==> config.mk <==
export PLATFORM = sky130hd
export DESIGN_NAME = http_body_chunked_decoder_top
export DESIGN_NICKNAME = d
export VERILOG_FILES = /design/src/hw/rtl/hbcd_pkg.sv /design/src/hw/rtl/hbcd_in_reg.sv /design/src/hw/rtl/hbcd_core.sv /design/src/hw/rtl/hbcd_out_reg.sv /design/src/hw/rtl/http_body_chunked_decoder_top.sv
export SDC_FILE = /design/constraint.sdc
export NUM_CORES = 1
export LEC_CHECK = 0
export ABC_CLOCK_PERIOD_IN_PS = 5650
export BUFFER_PORTS_ARGS = -buffer_cell sky130_fd_sc_hd__buf_2
export CORE_UTILIZATION = 55
export DETAILED_ROUTE_END_ITERATION = 8
export GPL_ROUTABILITY_DRIVEN = 0
export PLACE_DENSITY = 0.73
export SLEW_MARGIN = 25
export SYNTH_ARGS = -nofsm -noshare
export SYNTH_HDL_FRONTEND = slang
export SYNTH_SLANG_ARGS = --single-unit
==> constraint.sdc <==
create_clock -name clk -period 5.65 [get_ports clk]
set_input_delay 0.565 -clock clk [delete_from_list [all_inputs] [get_ports clk]]
set_output_delay 0.565 -clock clk [all_outputs]
set_load 0.02 [all_outputs]
==> src/hw/rtl/hbcd_pkg.sv <==
// ----------------------------------------------------------------------------
// hbcd_pkg
// Shared types, codes and helpers for the HTTP body chunked decoder.
// ----------------------------------------------------------------------------
package hbcd_pkg;

  // decoder phase for chunked transfer encoding
  typedef enum logic [2:0] {
    PH_SIZE_START  = 3'd0,
    PH_SIZE_DIGITS = 3'd1,
    PH_SIZE_LF     = 3'd2,
    PH_DATA        = 3'd3,
    PH_TAIL_CR     = 3'd4,
    PH_TAIL_LF     = 3'd5
  } phase_t;

  // body modes
  localparam logic [1:0] MODE_NONE    = 2'd0;
  localparam logic [1:0] MODE_FIXED   = 2'd1;
  localparam logic [1:0] MODE_CHUNKED = 2'd2;
  localparam logic [1:0] MODE_UNUSED  = 2'd3;

  // status codes
  localparam logic [1:0] STATUS_BUSY  = 2'd0;
  localparam logic [1:0] STATUS_DONE  = 2'd1;
  localparam logic [1:0] STATUS_ERROR = 2'd2;

  // configuration register indexes
  localparam logic CFG_IDX_BODY_MODE = 1'b0;
  localparam logic CFG_IDX_FIXED_LEN = 1'b1;

  // field widths
  localparam int FIXED_LEN_W = 32;
  localparam int MODE_W      = 2;

  // characters
  localparam logic [7:0] CH_CR    = 8'h0D;
  localparam logic [7:0] CH_LF    = 8'h0A;
  localparam logic [7:0] CH_0     = 8'h30;
  localparam logic [7:0] CH_9     = 8'h39;
  localparam logic [7:0] CH_LO_A  = 8'h61;
  localparam logic [7:0] CH_LO_F  = 8'h66;
  localparam logic [7:0] CH_UP_A  = 8'h41;
  localparam logic [7:0] CH_UP_F  = 8'h46;

  // one input transaction
  typedef struct packed {
    logic       start_message;
    logic [7:0] data_byte;
  } item_t;

  // one result transaction
  typedef struct packed {
    logic [1:0] status;
    logic       payload_valid;
    logic [7:0] payload_byte;
  } result_t;

  // hex digit decode
  typedef struct packed {
    logic       ok;
    logic [3:0] digit;
  } hex_t;

  function automatic hex_t hex_decode(input logic [7:0] c);
    hex_t h;
    h.ok    = 1'b0;
    h.digit = 4'd0;
    if (c >= CH_0 && c <= CH_9) begin
      h.ok    = 1'b1;
      h.digit = c[3:0];
    end else if ((c >= CH_LO_A && c <= CH_LO_F) || (c >= CH_UP_A && c <= CH_UP_F)) begin
      // low nibble of 'a'..'f' and 'A'..'F' runs 1..6
      h.ok    = 1'b1;
      h.digit = c[3:0] + 4'd9;
    end
    return h;
  endfunction

endpackage

==> src/hw/rtl/hbcd_in_reg.sv <==
// ----------------------------------------------------------------------------
// hbcd_in_reg
// Input register stage: captures one byte transaction for the decode stage.
// ----------------------------------------------------------------------------
module hbcd_in_reg (
  input  logic              clk,
  input  logic              rst_n,
  input  logic              in_valid,
  output logic              in_ready,
  input  hbcd_pkg::item_t   in_item,
  output logic              s1_valid,
  input  logic              s1_take,
  output hbcd_pkg::item_t   s1_item
);

  logic            valid_r;
  hbcd_pkg::item_t item_r;

  // stage is free when empty or being drained this cycle
  assign in_ready = !valid_r || s1_take;
  assign s1_valid = valid_r;
  assign s1_item  = item_r;

  // valid bit
  always_ff @(posedge clk) begin
    if (!rst_n) begin
      valid_r <= 1'b0;
    end else if (in_ready) begin
      valid_r <= in_valid;
    end
  end

  // payload
  always_ff @(posedge clk) begin
    if (in_ready && in_valid) begin
      item_r <= in_item;
    end
  end

endmodule

==> src/hw/rtl/hbcd_core.sv <==
// ----------------------------------------------------------------------------
// hbcd_core
// Decoder state and per-byte update for no-body, fixed and chunked modes.
// ----------------------------------------------------------------------------
module hbcd_core #(
  parameter int SIZE_BITS = 32
) (
  input  logic                                 clk,
  input  logic                                 rst_n,
  input  logic                                 fire,
  input  hbcd_pkg::item_t                      item,
  input  logic [hbcd_pkg::MODE_W-1:0]          body_mode,
  input  logic [hbcd_pkg::FIXED_LEN_W-1:0]     fixed_length,
  output hbcd_pkg::result_t                    result
);

  // counter holds either a chunk size or the fixed-length byte count
  localparam int CNT_W = (SIZE_BITS > hbcd_pkg::FIXED_LEN_W) ? SIZE_BITS
                                                             : hbcd_pkg::FIXED_LEN_W;

  hbcd_pkg::phase_t       phase_r, phase_nxt;
  logic [SIZE_BITS-1:0]   accum_r, accum_nxt;
  logic [CNT_W-1:0]       rem_r, rem_nxt;
  logic                   last_r, last_nxt;
  logic                   err_r, err_nxt;
  logic                   cmp_r, cmp_nxt;

  hbcd_pkg::hex_t         hex;
  logic [CNT_W-1:0]       len_ext;
  logic                   valid;
  logic [7:0]             c;

  // per-byte decode
  always_comb begin
    c       = item.data_byte;
    hex     = hbcd_pkg::hex_decode(c);
    len_ext = CNT_W'(fixed_length);
    valid   = 1'b0;

    // start of message clears the state before the byte is handled
    if (item.start_message) begin
      phase_nxt = hbcd_pkg::PH_SIZE_START;
      accum_nxt = '0;
      rem_nxt   = '0;
      last_nxt  = 1'b0;
      err_nxt   = 1'b0;
      cmp_nxt   = 1'b0;
    end else begin
      phase_nxt = phase_r;
      accum_nxt = accum_r;
      rem_nxt   = rem_r;
      last_nxt  = last_r;
      err_nxt   = err_r;
      cmp_nxt   = cmp_r;
    end

    if (!err_nxt && !cmp_nxt) begin
      case (body_mode)
        hbcd_pkg::MODE_FIXED: begin
          if (rem_nxt > len_ext) begin
            err_nxt = 1'b1;
          end else if (rem_nxt == len_ext) begin
            cmp_nxt = 1'b1;
          end else begin
            if (rem_nxt + CNT_W'(1) == len_ext) begin
              cmp_nxt = 1'b1;
            end
            rem_nxt = rem_nxt + CNT_W'(1);
            valid   = 1'b1;
          end
        end
        hbcd_pkg::MODE_CHUNKED: begin
          unique case (phase_nxt)
            hbcd_pkg::PH_SIZE_DIGITS: begin
              if (hex.ok) begin
                // top nibble must be clear before another digit shifts in
                if (accum_nxt[SIZE_BITS-1 -: 4] != 4'd0) begin
                  err_nxt = 1'b1;
                end else begin
                  accum_nxt = {accum_nxt[SIZE_BITS-5:0], hex.digit};
                end
              end else if (c == hbcd_pkg::CH_CR) begin
                phase_nxt = hbcd_pkg::PH_SIZE_LF;
              end else begin
                err_nxt = 1'b1;
              end
            end
            hbcd_pkg::PH_SIZE_LF: begin
              if (c != hbcd_pkg::CH_LF) begin
                err_nxt = 1'b1;
              end else if (accum_nxt == '0) begin
                last_nxt  = 1'b1;
                phase_nxt = hbcd_pkg::PH_TAIL_CR;
              end else begin
                rem_nxt   = CNT_W'(accum_nxt);
                phase_nxt = hbcd_pkg::PH_DATA;
              end
            end
            hbcd_pkg::PH_DATA: begin
              valid = 1'b1;
              if (rem_nxt <= CNT_W'(1)) begin
                rem_nxt   = '0;
                phase_nxt = hbcd_pkg::PH_TAIL_CR;
              end else begin
                rem_nxt = rem_nxt - CNT_W'(1);
              end
            end
            hbcd_pkg::PH_TAIL_CR: begin
              if (c == hbcd_pkg::CH_CR) begin
                phase_nxt = hbcd_pkg::PH_TAIL_LF;
              end else begin
                err_nxt = 1'b1;
              end
            end
            hbcd_pkg::PH_TAIL_LF: begin
              if (c != hbcd_pkg::CH_LF) begin
                err_nxt = 1'b1;
              end else if (last_nxt) begin
                cmp_nxt = 1'b1;
              end else begin
                accum_nxt = '0;
                phase_nxt = hbcd_pkg::PH_SIZE_START;
              end
            end
            default: begin
              // size line start, and any code outside the phase list
              if (hex.ok) begin
                accum_nxt = SIZE_BITS'(hex.digit);
                phase_nxt = hbcd_pkg::PH_SIZE_DIGITS;
              end else begin
                err_nxt = 1'b1;
              end
            end
          endcase
        end
        default: begin
          // no body, and the unused mode code
          cmp_nxt = 1'b1;
        end
      endcase
    end

    // error wins over payload and completion
    result.payload_valid = valid && !err_nxt;
    result.payload_byte  = (valid && !err_nxt) ? c : 8'd0;
    if (err_nxt) begin
      result.status = hbcd_pkg::STATUS_ERROR;
    end else if (cmp_nxt) begin
      result.status = hbcd_pkg::STATUS_DONE;
    end else begin
      result.status = hbcd_pkg::STATUS_BUSY;
    end
  end

  // decoder state
  always_ff @(posedge clk) begin
    if (!rst_n) begin
      phase_r <= hbcd_pkg::PH_SIZE_START;
      accum_r <= '0;
      rem_r   <= '0;
      last_r  <= 1'b0;
      err_r   <= 1'b0;
      cmp_r   <= 1'b0;
    end else if (fire) begin
      phase_r <= phase_nxt;
      accum_r <= accum_nxt;
      rem_r   <= rem_nxt;
      last_r  <= last_nxt;
      err_r   <= err_nxt;
      cmp_r   <= cmp_nxt;
    end
  end

endmodule

==> src/hw/rtl/hbcd_out_reg.sv <==
// ----------------------------------------------------------------------------
// hbcd_out_reg
// Result register: holds one result transaction until the sink takes it.
// ----------------------------------------------------------------------------
module hbcd_out_reg (
  input  logic               clk,
  input  logic               rst_n,
  input  logic               load,
  input  hbcd_pkg::result_t  load_result,
  output logic               can_load,
  output logic               out_valid,
  input  logic               out_ready,
  output hbcd_pkg::result_t  out_result
);

  logic              valid_r;
  hbcd_pkg::result_t result_r;

  // free when empty or emptied in this cycle
  assign can_load   = !valid_r || out_ready;
  assign out_valid  = valid_r;
  assign out_result = result_r;

  // valid bit
  always_ff @(posedge clk) begin
    if (!rst_n) begin
      valid_r <= 1'b0;
    end else if (can_load) begin
      valid_r <= load;
    end
  end

  // payload
  always_ff @(posedge clk) begin
    if (load) begin
      result_r <= load_result;
    end
  end

endmodule

==> src/hw/rtl/http_body_chunked_decoder_top.sv <==
// ----------------------------------------------------------------------------
// http_body_chunked_decoder_top
// HTTP message body decoder: no body, fixed content length or chunked.
// ----------------------------------------------------------------------------
//
//  channel | direction | transaction
//  --------+-----------+-----------------------------------------------------
//  in_     | sink      | one body byte, optional start-of-message flag
//  out_    | source    | one result per byte: payload byte, flag, status
//  cfg_    | write     | body_mode (index 0), fixed_length (index 1)
//
//  one byte per cycle sustained while out_ is ready; a taken byte passes
//  the input register, then the decode into the result register
//  throughput is set by the per-byte state update in hbcd_core
//  rst_n is synchronous, active low; state resets to zero, no body mode
//  a stalled out_ channel holds its result and backs up the input stage
//
module http_body_chunked_decoder_top #(
  parameter int SIZE_BITS = 32
) (
  input  logic        clk,
  input  logic        rst_n,
  // input stream
  input  logic        in_tvalid,
  output logic        in_tready,
  input  logic [7:0]  in_tdata,   // [7:0] data_byte
  input  logic        in_tuser,   // [0] start_message
  // result stream
  output logic        out_tvalid,
  input  logic        out_tready,
  output logic [7:0]  out_tdata,  // [7:0] payload_byte
  output logic [2:0]  out_tuser,  // [0] payload_valid, [2:1] status
  // configuration writes
  input  logic        cfg_we,
  input  logic        cfg_index,
  input  logic [31:0] cfg_wdata
);

  logic [hbcd_pkg::MODE_W-1:0]      body_mode_r;
  logic [hbcd_pkg::FIXED_LEN_W-1:0] fixed_length_r;

  hbcd_pkg::item_t   in_item;
  hbcd_pkg::item_t   s1_item;
  hbcd_pkg::result_t core_result;
  hbcd_pkg::result_t out_result;
  logic              s1_valid;
  logic              can_load;
  logic              fire;

  // configuration registers
  always_ff @(posedge clk) begin
    if (!rst_n) begin
      body_mode_r    <= hbcd_pkg::MODE_NONE;
      fixed_length_r <= '0;
    end else if (cfg_we) begin
      case (cfg_index)
        hbcd_pkg::CFG_IDX_BODY_MODE: body_mode_r    <= cfg_wdata[hbcd_pkg::MODE_W-1:0];
        hbcd_pkg::CFG_IDX_FIXED_LEN: fixed_length_r <= cfg_wdata;
        default: ;
      endcase
    end
  end

  assign in_item.data_byte     = in_tdata;
  assign in_item.start_message = in_tuser;

  // decode fires when a byte waits and the result register has room
  assign fire = s1_valid && can_load;

  hbcd_in_reg u_in_reg (
    .clk      (clk),
    .rst_n    (rst_n),
    .in_valid (in_tvalid),
    .in_ready (in_tready),
    .in_item  (in_item),
    .s1_valid (s1_valid),
    .s1_take  (can_load),
    .s1_item  (s1_item)
  );

  hbcd_core #(
    .SIZE_BITS (SIZE_BITS)
  ) u_core (
    .clk          (clk),
    .rst_n        (rst_n),
    .fire         (fire),
    .item         (s1_item),
    .body_mode    (body_mode_r),
    .fixed_length (fixed_length_r),
    .result       (core_result)
  );

  hbcd_out_reg u_out_reg (
    .clk         (clk),
    .rst_n       (rst_n),
    .load        (fire),
    .load_result (core_result),
    .can_load    (can_load),
    .out_valid   (out_tvalid),
    .out_ready   (out_tready),
    .out_result  (out_result)
  );

  assign out_tdata    = out_result.payload_byte;
  assign out_tuser[0] = out_result.payload_valid;
  assign out_tuser[2:1] = out_result.status;

endmodule

# After elaboration in Yosys (flattened, before gate mapping)
# Cells that the tools add are included.
# totals
regBits,126
inputBits,47
word_cells,123
# classes
add_sub_neg,3
n_lt_le_gt_ge,8
n_eq_ne,11
muxes,64
bitwise,1
n_reduce_logical,21
# op_table
op,n
32-bit 2-to-1 mux,15
32-bit one-hot mux with 2 select lines,2
32-bit one-hot mux with 3 select lines,1
32-bit equality test,2
3-bit 2-to-1 mux,12
"32-bit by 1-bit adder with 32-bit output, second input constant",1
32-bit > comparator,1
"32-bit by 1-bit less-or-equal comparator with 1-bit output, second input constant",1
32-bit logical NOT,1
"32-bit by 1-bit subtractor with 32-bit output, second input constant",1
1-bit 2-to-1 mux,27
"8-bit by 7-bit >= comparator with 1-bit output, second input constant",2
"8-bit by 7-bit less-or-equal comparator with 1-bit output, second input constant",2
3-bit one-hot mux with 5 select lines,1
5-bit 2-to-1 mux,2
"8-bit by 4-bit equality test with 1-bit output, second input constant",1
"8-bit by 6-bit >= comparator with 1-bit output, second input constant",1
"8-bit by 6-bit less-or-equal comparator with 1-bit output, second input constant",1
"8-bit by 4-bit != test with 1-bit output, second input constant",1
1-bit logical AND,7
"3-bit by 2-bit equality test with 1-bit output, second input constant",2
"3-bit equality test, second input constant",2
1-bit one-hot mux with 2 select lines,3
1-bit logical NOT,5
11 further kinds,14

# Logic depth before layout (Yosys ltp)
# depth
word_depth,11
mapped_depth,18
ltp_nobuf,13

# Hierarchy
# A second synthesis with hierarchy kept.
# unflattened
hier_cells,1379
hier_area_um2,10729.0
# by_module_without_submodules
mod,instances,cells_per_inst,area_each_um2,seq_area_each_um2
hbcd_core,1,1196,8555.7,1401.3
http_body_chunked_decoder_top,1,154,1466.4,680.7
hbcd_out_reg,1,15,379.1,350.3
hbcd_in_reg,1,14,327.8,290.3

# Least setup slack after synthesis
# No wires, ideal clock.
# synth_timing
path_type,register to register
startpoint,reg u_in_reg.item_r (netlist bit u_in_reg.s1_item[8])
endpoint,reg u_core.rem_r[20]
arrival_ps,3784
required_ps,5518
slack_ps,1735
path_stages_with_launch,18
period_less_slack_ps,3915
path_cell_list,edfxtp_1 -> clkbuf_1 -> buf_2 -> buf_2 -> buf_2 -> buf_2 -> nor2b_1 -> ha_1 -> nor4bb_1 -> o21ai_0 -> o311ai_0 -> o2111ai_1 -> and4_1 -> clkbuf_1 -> or3b_2 -> xnor2_1 -> a221oi_1 -> nor3_1
# synth_between
elab_chain_len,7
elab_cells_between_ends,24
classes_between,add/sub: 2; order compare: 2; eq/ne: 3; mux: 13; reduce/logical: 4
# synth_rtl
element,line,rtl
"start, declared",hbcd_in_reg.sv:17,hbcd_pkg::item_t item_r;
"start signal, assigned",hbcd_in_reg.sv:36,item_r <= in_item;
branches (longest 6 deep; another with 32-bit by 1-bit subtractor with 32-bit output),--,
32-bit 2-to-1 mux *,hbcd_core.sv:57,if (!err_nxt && !cmp_nxt) begin
"end signal, assigned",hbcd_core.sv:167,rem_r <= rem_nxt;
"end, declared",hbcd_core.sv:23,"logic [CNT_W-1:0] rem_r, rem_nxt;"
# Every way passes the cells marked *.
# A chain may end at the register's enable or synchronous reset.

# Worst setup path after layout
# layout_timing
startpoint,reg u_in_reg.item_r (netlist bit u_in_reg.s1_item[8])
endpoint,reg u_core.rem_r[12]
# The elaborated chain is that of the path after synthesis.

==> impl_metrics.json <==
{
  "route.detailed.vias_per_inst": 6.700,
  "track_usage": 0.3671,
  "p_sw_mw": 0.6647,
  "syn_nets": 1411,
  "place_ws_ns": 1.247,
  "wl_met2_mm": 14.22,
  "period_share": 0.8284,
  "async_flop_share": 0,
  "antenna_found_initial": 0,
  "firstDrtPassIters": 6,
  "nFillCells": 1591,
  "area_growth_pct": 10.22,
  "cp-start-kind": "flip-flop",
  "rsz0062_at_grt": "no",
  "clockPowerShare": 0.475,
  "final_cell_count_no_fill": 1575,
  "cts_root_buf": "clkbuf_16",
  "post_cts_buffers": 0,
  "cts_tree": "built",
  "setup_tns_ns": 0,
  "top_layer": "met4",
  "insertedDiodeCount": 0,
  "ys_seq_area_frac": 0.2805,
  "relSlewSlack": 0.3279,
  "leakage_nw": 3.967,
  "multi_input_area_um2": 6420,
  "ys_seq_elements": 126,
  "p_int_mw": 1.791,
  "grt_first_pass_wirelength_mm": 51.87,
  "yosysWarnings": 0,
  "min_period_ns": 4.680,
  "ant_nets": 0,
  "crit_type": "flip-flop to flip-flop",
  "netlist_area_um2": 9706,
  "yosys_most_used_dff": "dfxtp_1",
  "avgSynthCellArea_um2": 7.303,
  "status": "complete, no violations",
  "dp_cells": 1543,
  "die_area_um2": 18180,
  "worst_slew_pin_slew_ns": 1.007,
  "dr_wl_met3_mm": 3.895,
  "comb_power_share": 0.132,
  "clock_skew_ns": 0.006326,
  "clock_tree.buffer_depth": 2,
  "endpoint_kind": "flip-flop",
  "drv_cap": 0,
  "cts_buffers": 17,
  "cp.required_ns": 5.94,
  "rows": 48,
  "slew_violations": 0,
  "drc_errors": 0,
  "cpLargestDelayFamily": "simple AND/OR/NAND/NOR gates",
  "wl_mm": 32.74,
  "total_power_mw": 2.456,
  "grt_max_degree": 54,
  "max_stage_delay_ns": 0.65,
  "synthCells": 1329,
  "crit_arrival_ns": 4.97,
  "drt-met1-wl_mm": 13.16,
  "final_core_util": 0.6206,
  "layout-drive-gt1-share": 0.1037,
  "clock_sinks": 126,
  "cellPowerDensity_nw_per_um2": 229.5,
  "p_seq_frac": 0.393,
  "die_y_um": 134.8,
  "fin_ws_ns": 0.9696,
  "wl_per_cell_um": 20.79,
  "synth.distinct_cells": 83,
  "pin_count": 60,
  "port_buffers": 59,
  "setup_viol": 0,
  "fin_nets": 1419,
  "core-area_um2": 17240,
  "crit_chain": "buf_4 > nand2b_1 > inv_1 > ha_1 > and4_1 > nand2_1 > o311ai_0 > o2111ai_1 > and4_1 > and2_1 > buf_4 > a41oi_1 > o21ai_0 > o311ai_0",
  "peakVddDrop_v": 0.0002371,
  "worst-path-buf-inv": 3,
  "critPathMaxFanout": 53,
  "grt_overflow": 0,
  "max_clock_freq_mhz": 213.7,
  "min-delay-path-class": "input pin to flip-flop",
  "h-tree-depth": 4,
  "postCtsResizedCells": 0,
  "cp_slowest_cell": "and2_1",
  "initial_core_util": 0.5631,
  "dpl.hpwl_mm": 23.32,
  "clk_latency_ns": 0.43,
  "cts.clk_slew.worst_paths_ns": 0.06,
  "register_area_um2": 2723,
  "drtIter0Drc": 1646,
  "vias": 10553,
  "hold_viol_final": 0,
  "grt_pass1_vias": 9466,
  "die_w_um": 134.8,
  "synth_edf_count": 20,
  "holdBufCountCts": 0,
  "sw_frac_of_total": 0.2707
}
sequential cells by signal, summed over array words and instances (netlist names), 2 cells and up:
register,flops
body_mode_r,2
fixed_length_r,32
u_core.accum_r,32
u_core.phase_r,3
u_core.rem_r,32
u_in_reg.s1_item,9
u_out_reg.out_result,11
final timing paths:
| kind | startpoint | endpoint | slack, ns | depth (start not counted) |
|---|---|---|---|---|
| setup / recovery | u_in_reg.s1_item[8] | u_core.rem_r[12] | 0.97 | 14 |
| hold / removal | in_tdata[3] | u_in_reg.s1_item[3] | 0.31 | 1 |
| hold reg to reg | fixed_length_r[24] | fixed_length_r[24] | 0.45 | 2 |
| setup reg to reg | u_in_reg.s1_item[8] | u_core.rem_r[12] | 0.97 | 14 |
cell families after synthesis:
group | Yosys count | share of synthesized area
buffers and inverters | 146 | 0.05943
AO/OA/AOI/OAI | 390 | 0.2556
multiplexers | 4 | 0.004125
AND/OR/NAND/NOR | 555 | 0.2877
adder cells (fa/ha/maj) | 36 | 0.04615
flip-flops | 126 | 0.2805
XOR/XNOR | 72 | 0.06639
per-stage QoR:
step,hold slack [ns],cell area (um2)
after detailed placement,0.4465,10080
after global placement,0.4453,10070
after floorplan,0.4363,9706
after CTS,0.2985,10690
final,0.3058,10700
after global routing,0.3032,10700
per-layer routing:
| metal | track usage | up-vias |
|---|---|---|
| met5 | 0 | - |
| met4 | 0.1760 | 0 |
| met3 | 0.1002 | 145 |
| met2 | 0.5424 | 744 |
| li1 | - | 4838 |
| met1 | 0.4930 | 4826 |
Yosys cell counts (29+ instances only):
cell type | n | area share
clkbuf_1 | 70 | 0.027
nor3_1 | 41 | 0.021
nor2b_1 | 29 | 0.019
dfxtp_1 | 106 | 0.22
inv_1 | 52 | 0.020
o21ai_0 | 80 | 0.041
ha_1 | 35 | 0.045
nor2_1 | 127 | 0.049
a21oi_1 | 129 | 0.067
xnor2_1 | 58 | 0.052
nand3_1 | 41 | 0.021
nand2_1 | 164 | 0.063
layout by cell type (no fill, tap or decap), types with 8 or more instances in the layout:
cell type | Yosys | routed
nand2_1 | 164 | 163
inv_1 | 52 | 52
a21o_1 | 23 | 23
a21boi_0 | 9 | 9
a31oi_1 | 17 | 17
ha_1 | 35 | 35
nor2b_1 | 29 | 29
xor2_1 | 13 | 13
nand4_1 | 25 | 25
nand3_1 | 41 | 41
and4_1 | 11 | 11
nor2_1 | 127 | 126
o21ai_0 | 80 | 80
nand2b_1 | 12 | 12
a32oi_1 | 9 | 9
buf_4 | 0 | 21
nor4_1 | 23 | 23
buf_2 | 17 | 59
edfxtp_1 | 20 | 20
a21oi_1 | 129 | 128
a211oi_1 | 8 | 8
xnor2_1 | 58 | 58
and2_1 | 19 | 18
and3_1 | 15 | 15
dfxtp_1 | 106 | 106
a22oi_1 | 22 | 22
nor3_1 | 41 | 41
clkbuf_16 | 0 | 17
o211ai_1 | 12 | 12
power by group through the flow:
stage	Clock [mW]	Combinational, mW	Sequential, mW
2_1_floorplan	0	0.219	0.975
4_1_cts	1.17	0.312	0.964
3_5_place_dp	0	0.310	0.983
3_3_place_gp	0	0.305	0.983
6_report	1.17	0.324	0.965
5_1_grt	1.21	0.347	0.968
worst reg2reg max path, cell delays in order, from the launching register on:
cell       delay [ns]
edfxtp_1         0.54
buf_4            0.56
nand2b_1         0.30
inv_1            0.14
ha_1             0.28
and4_1           0.20
nand2_1          0.08
o311ai_0         0.22
o2111ai_1        0.25
and4_1           0.61
and2_1           0.65
buf_4            0.27
a41oi_1          0.12
o21ai_0          0.18
o311ai_0         0.14
cell type report:
cell class,count,share of cell area
clock inverter,12,0.01567
timing repair buffer,80,0.04234
tap,225,0.02632
sequential,126,0.2545
inverter,55,0.01930
multi-input combinational,1057,0.6001
clock buffer,20,0.04175
(Power assumes the default switching activity.)
